## src/sv/lphi_pkg.sv

```systemverilog
// Package for the linear-probe hash index: word types, slot row layout,
// command/status codes and the FNV-1a step. No dependencies.
`timescale 1ns / 1ps
package lphi_pkg;

  localparam logic [1:0] CMD_PUT    = 2'd0;
  localparam logic [1:0] CMD_DELETE = 2'd1;
  localparam logic [1:0] CMD_LOOKUP = 2'd2;

  localparam logic [1:0] STAT_OK        = 2'd0;
  localparam logic [1:0] STAT_MISS      = 2'd1;
  localparam logic [1:0] STAT_FULL      = 2'd2;
  localparam logic [1:0] STAT_EMPTY_KEY = 2'd3;

  localparam logic [1:0] SLOT_EMPTY = 2'd0;
  localparam logic [1:0] SLOT_USED  = 2'd1;
  localparam logic [1:0] SLOT_TOMB  = 2'd2;

  localparam logic [63:0] FNV_BASIS = 64'd1469598103934665603;

  typedef struct packed {
    logic [1:0]  command;
    logic [63:0] key_bytes;
    logic [3:0]  key_len;
    logic [47:0] payload_offset;
    logic [31:0] payload_length;
    logic [7:0]  record_kind;
    logic [63:0] timestamp;
  } in_word_t;

  typedef struct packed {
    logic [1:0]  status;
    logic [47:0] found_offset;
    logic [31:0] found_length;
    logic [7:0]  found_kind;
    logic [63:0] found_timestamp;
    logic [6:0]  live_keys;
  } out_word_t;

  typedef struct packed {
    logic [1:0]  state;
    logic [63:0] key;
    logic [3:0]  key_len;
    logic [47:0] offset;
    logic [31:0] length;
    logic [7:0]  kind;
    logic [63:0] timestamp;
  } slot_row_t;

  typedef struct packed {
    logic load;
    logic hash_step;
    logic probe_start;
    logic rd;
    logic eval;
    logic finish;
    logic clear_step;
  } dp_cmd_t;

  typedef struct packed {
    logic skip;
    logic hash_done;
    logic probe_stop;
    logic clear_last;
  } dp_stat_t;

  // One FNV-1a byte step; the prime is 2^40 + 0x1B3, so the product is shift-add.
  function automatic logic [63:0] fnv_step(input logic [63:0] h, input logic [7:0] b);
    logic [63:0] x;
    begin
      x = h ^ {56'd0, b};
      fnv_step = (x << 40) + (x << 8) + (x << 7) + (x << 5) + (x << 4) + (x << 1) + x;
    end
  endfunction

endpackage

```

## src/sv/lphi_ctrl.sv

```systemverilog
// Controller of the hash index: clearing pass, hash, probe and finish
// sequencing plus both handshakes. Uses lphi_pkg.
`timescale 1ns / 1ps
module lphi_ctrl (
  input  logic              clk,
  input  logic              rst_n,
  input  logic              in_valid,
  output logic              in_stall,
  output logic              out_valid,
  input  logic              out_stall,
  output lphi_pkg::dp_cmd_t cmd,
  input  lphi_pkg::dp_stat_t stat
);
  import lphi_pkg::*;

  typedef enum logic [2:0] {
    S_CLEAR, S_IDLE, S_HASH, S_READ, S_EVAL, S_FIN
  } state_t;

  state_t state_r, state_nxt;
  logic   out_valid_r, out_valid_nxt;
  logic   out_free;

  assign out_free = !out_valid_r || !out_stall;

  always_comb begin
    cmd           = '0;
    state_nxt     = state_r;
    out_valid_nxt = out_valid_r && out_stall;
    case (state_r)
      S_CLEAR: begin
        cmd.clear_step = 1'b1;
        if (stat.clear_last) begin
          state_nxt = S_IDLE;
        end
      end
      S_IDLE: begin
        if (in_valid) begin
          cmd.load  = 1'b1;
          state_nxt = stat.skip ? S_FIN : S_HASH;
        end
      end
      S_HASH: begin
        if (stat.hash_done) begin
          cmd.probe_start = 1'b1;
          state_nxt       = S_READ;
        end else begin
          cmd.hash_step = 1'b1;
        end
      end
      S_READ: begin
        cmd.rd    = 1'b1;
        state_nxt = S_EVAL;
      end
      S_EVAL: begin
        cmd.eval  = 1'b1;
        state_nxt = stat.probe_stop ? S_FIN : S_READ;
      end
      S_FIN: begin
        if (out_free) begin
          cmd.finish    = 1'b1;
          out_valid_nxt = 1'b1;
          state_nxt     = S_IDLE;
        end
      end
      default: begin
        state_nxt = S_IDLE;
      end
    endcase
  end

  always_ff @(posedge clk) begin
    if (!rst_n) begin
      state_r     <= S_CLEAR;
      out_valid_r <= 1'b0;
    end else begin
      state_r     <= state_nxt;
      out_valid_r <= out_valid_nxt;
    end
  end

  assign in_stall  = (state_r != S_IDLE);
  assign out_valid = out_valid_r;
endmodule

```

## config.mk

```make
export PLATFORM = sky130hd
export DESIGN_NAME = lphi_ctrl
export DESIGN_NICKNAME = d
export VERILOG_FILES = /design/src/sv/lphi_pkg.sv /design/src/sv/lphi_ctrl.sv
export SDC_FILE = /design/constraint.sdc
export NUM_CORES = 1
export LEC_CHECK = 0
export ABC_AREA = 1
export BUFFER_PORTS_ARGS = -buffer_cell sky130_fd_sc_hd__buf_4
export CORE_AREA = 8 8 45 47
export CTS_CLUSTER_SIZE = 25
export DETAILED_ROUTE_END_ITERATION = 12
export DIE_AREA = 0 0 53 55
export HOLD_SLACK_MARGIN = 0.03
export PLACE_DENSITY_LB_ADDON = 0.12
export SYNTH_ARGS = -nofsm -noshare
export SYNTH_HDL_FRONTEND = slang
export SYNTH_SLANG_ARGS = --single-unit
```

## constraint.sdc

```tcl
create_clock -name clk -period 1.4 [get_ports clk]
set_input_delay 0.07 -clock clk [delete_from_list [all_inputs] [get_ports clk]]
set_output_delay 0.07 -clock clk [all_outputs]
set_load 0.02 [all_outputs]
```

==> results.toml <==
[outcome]
run_status = "complete, no violations"

[drt]
antenna_left = 0
drc_errors = 0
drtIter0Drc = 10
vias = 379
finalWirelength_um = 888
drtPass1Iterations = 4
avgViaCountPerCell = 4.36
wl_per_cell_um = 10.2

[sta]
timing.final.crit_period_ns = 1.28
finalHoldViolCount = 0
grt_setup_unrepaired = "yes"
fin_setup_tns_ns = 0
fmax_mhz = 783
finalSetupViolations = 0
fin_worst_skew_ns = 0.00241
fin_crit_sh_pct = 91.2
tightest_slew_ns = 0.314
slew_viol_final = 0
slew_headroom_pct = 79.0

[global_route]
grt_overflow = 0
grt_use_total_pct = 6.66
grt_pass1_wl_um = 1460
antenna_found_initial = 0
grt_max_degree = 8
first_global_vias = 367

[cts]
clock_latency_ns = 0.24
clkTransAtPathRegs_ns = 0.04
cts_buffers = 3
cts_resized = 0
cts_setup_buffers = 0
clock_path_buffers = 2
cts_sinks = 4
ctsHoldBuffers = 0
cts_tree = "yes"
cts_root_buf = "clkbuf_4"
htreeDepth = 1

[placed_design]
port_buffers = 16
place_congestion = 0.709
dp.cells = 84
hpwl_um = 717

[critical_path]
cp.arrival_ns = 1.21
r2r-start = "state_r[1]$_SDFFE_PN0P_"
required_ns = 1.33
startpoint = "state_r[1]$_SDFFE_PN0P_"
path_class = "register to output pin"
cp-start-kind = "register"
slowest_delay_ns = 0.39
path_delay_family = "flip-flops"
critPathCaptureType = "output pin"
cp_slowest_cell = "dfxtp_1"
path_max_fanout = 7
r2r_slack_ns = 0.21
crit_chain = "nor3_2, inv_1, nor2_1, buf_4"
crit_buf_inv = 2

[logic_synthesis]
synth.distinct_cells = 10
seq_area_frac_synth_pct = 27.4
syn_nets = 60
syn_area_per_cell_um2 = 5.63
netlist_instances = 52
synth_area_um2 = 293
synth-seq-cells = 4
yosysWarnings = 0

[hold_path]
hp-start = "rst_n"
min_path_type = "input pin to register"

[pwr]
p_leak_nw = 0.282
p_per_area_nw_per_um2 = 1030
ir_worst_vdd_uv = 303

[final_layout]
drive_above_1_share_pct = 32.4
n_antenna_cell = 0
n_fill_cell = 158
nets = 81
area_growth_pct = 58.1
final-instance-count-excl-fill = 87

[floorplan]
ioPinCount = 17
die_area_um2 = 2920
fp-row-count = 14
chipHeight_um = 55
core-area_um2 = 1380
start_util_pct = 21.2
dieWidth_um = 53

[job]
drv_cap = 0
-- area by class of cell --
class                           count  area (um^2)  area share [%]
Timing Repair Buffer               16          120            25.9
Inverter                           13         48.8            10.5
Clock buffer                        3         22.5            4.86
Sequential cell                     4         80.1            17.3
Multi-Input combinational cell     35          171            37.0
Tap cell                           16         20.0            4.32
-- layer usage --
metal,vias to the layer above,track usage [%],part of all wire [%]
met5,-,0,0
met4,0,3.88,1.6
met3,2,2.94,9.9
met2,16,10.7,48
met1,164,7.13,40
li1,197,-,-
-- per-stage QoR --
step / power, mW / hold slack (ns) / area, um^2 / setup slack (ns) / util [%]
2_1_floorplan: 0.257 / 0.218 / 293 / 0.214 / -
3_3_place_gp: 0.334 / 0.356 / 433 / 0.192 / 31.3
5_1_grt: 0.515 / 0.115 / 463 / -0.00204 / 33.5
3_5_place_dp: 0.330 / 0.352 / 433 / 0.215 / 31.3
4_1_cts: 0.479 / 0.104 / 455 / 0.0344 / 32.9
6_report: 0.479 / 0.105 / 463 / 0.123 / 33.5
-- synthesized netlist by cell type --
master | number | share of area (%)
nor2_2 | 1 | 2.1
dfxtp_1 | 4 | 27
nor3_1 | 2 | 3.4
nand3b_1 | 2 | 5.1
nand3_1 | 6 | 10
nand4_2 | 1 | 4.3
nor2_1 | 9 | 12
inv_1 | 13 | 17
nand2_1 | 11 | 14
a21oi_1 | 3 | 5.1
-- worst reg2reg max path: stages, from the launching register on --
cell and delay [ns]:
dfxtp_1 0.49, nor2_2 0.10, nand3b_1 0.12, nand2_1 0.09, nor2_2 0.11, nand2_1 0.07, a21oi_1 0.13
-- cell families (layout without fill, tap and decap cells) --
| kind of cell | count (synthesis) | count (layout) | share of synthesized area, % |
|---|---|---|---|
| DFF | 4 | 4 | 27.4 |
| AOI/OAI and AO/OA | 3 | 3 | 5.13 |
| and+or+nand+nor | 32 | 32 | 50.9 |
| buffers and inverters | 13 | 32 | 16.7 |
-- report_power, final --
part / internal [mW] / switching [mW]
Sequential: 0.126 / 0.0161
Clock: 0.0960 / 0.0487
Combinational: 0.0778 / 0.114
-- final timing paths --
kind / cells after the start / end
worst max-delay path: 4 / cmd[6]
worst min-delay path: 3 / state_r[0]$_SDFFE_PN0P_
worst max register to register: 6 / state_r[1]$_SDFFE_PN0P_
worst min register to register: 2 / out_valid$_SDFF_PN0_
-- registers in the layout (all words and copies together) (netlist names) --
register,count
state_r,3
out_valid,1
-- cell usage in the layout, fill, tap and decap left out, drive strengths merged --
cell type | netlist | final
buf | 0 | 16
dfxtp | 4 | 4
nand4 | 1 | 1
a21oi | 3 | 3
clkbuf | 0 | 3
nor2 | 10 | 10
nand3b | 2 | 2
nand2 | 11 | 11
nor3 | 2 | 2
nand3 | 6 | 6
inv | 13 | 13
Power figures use the tool's default switching activity.
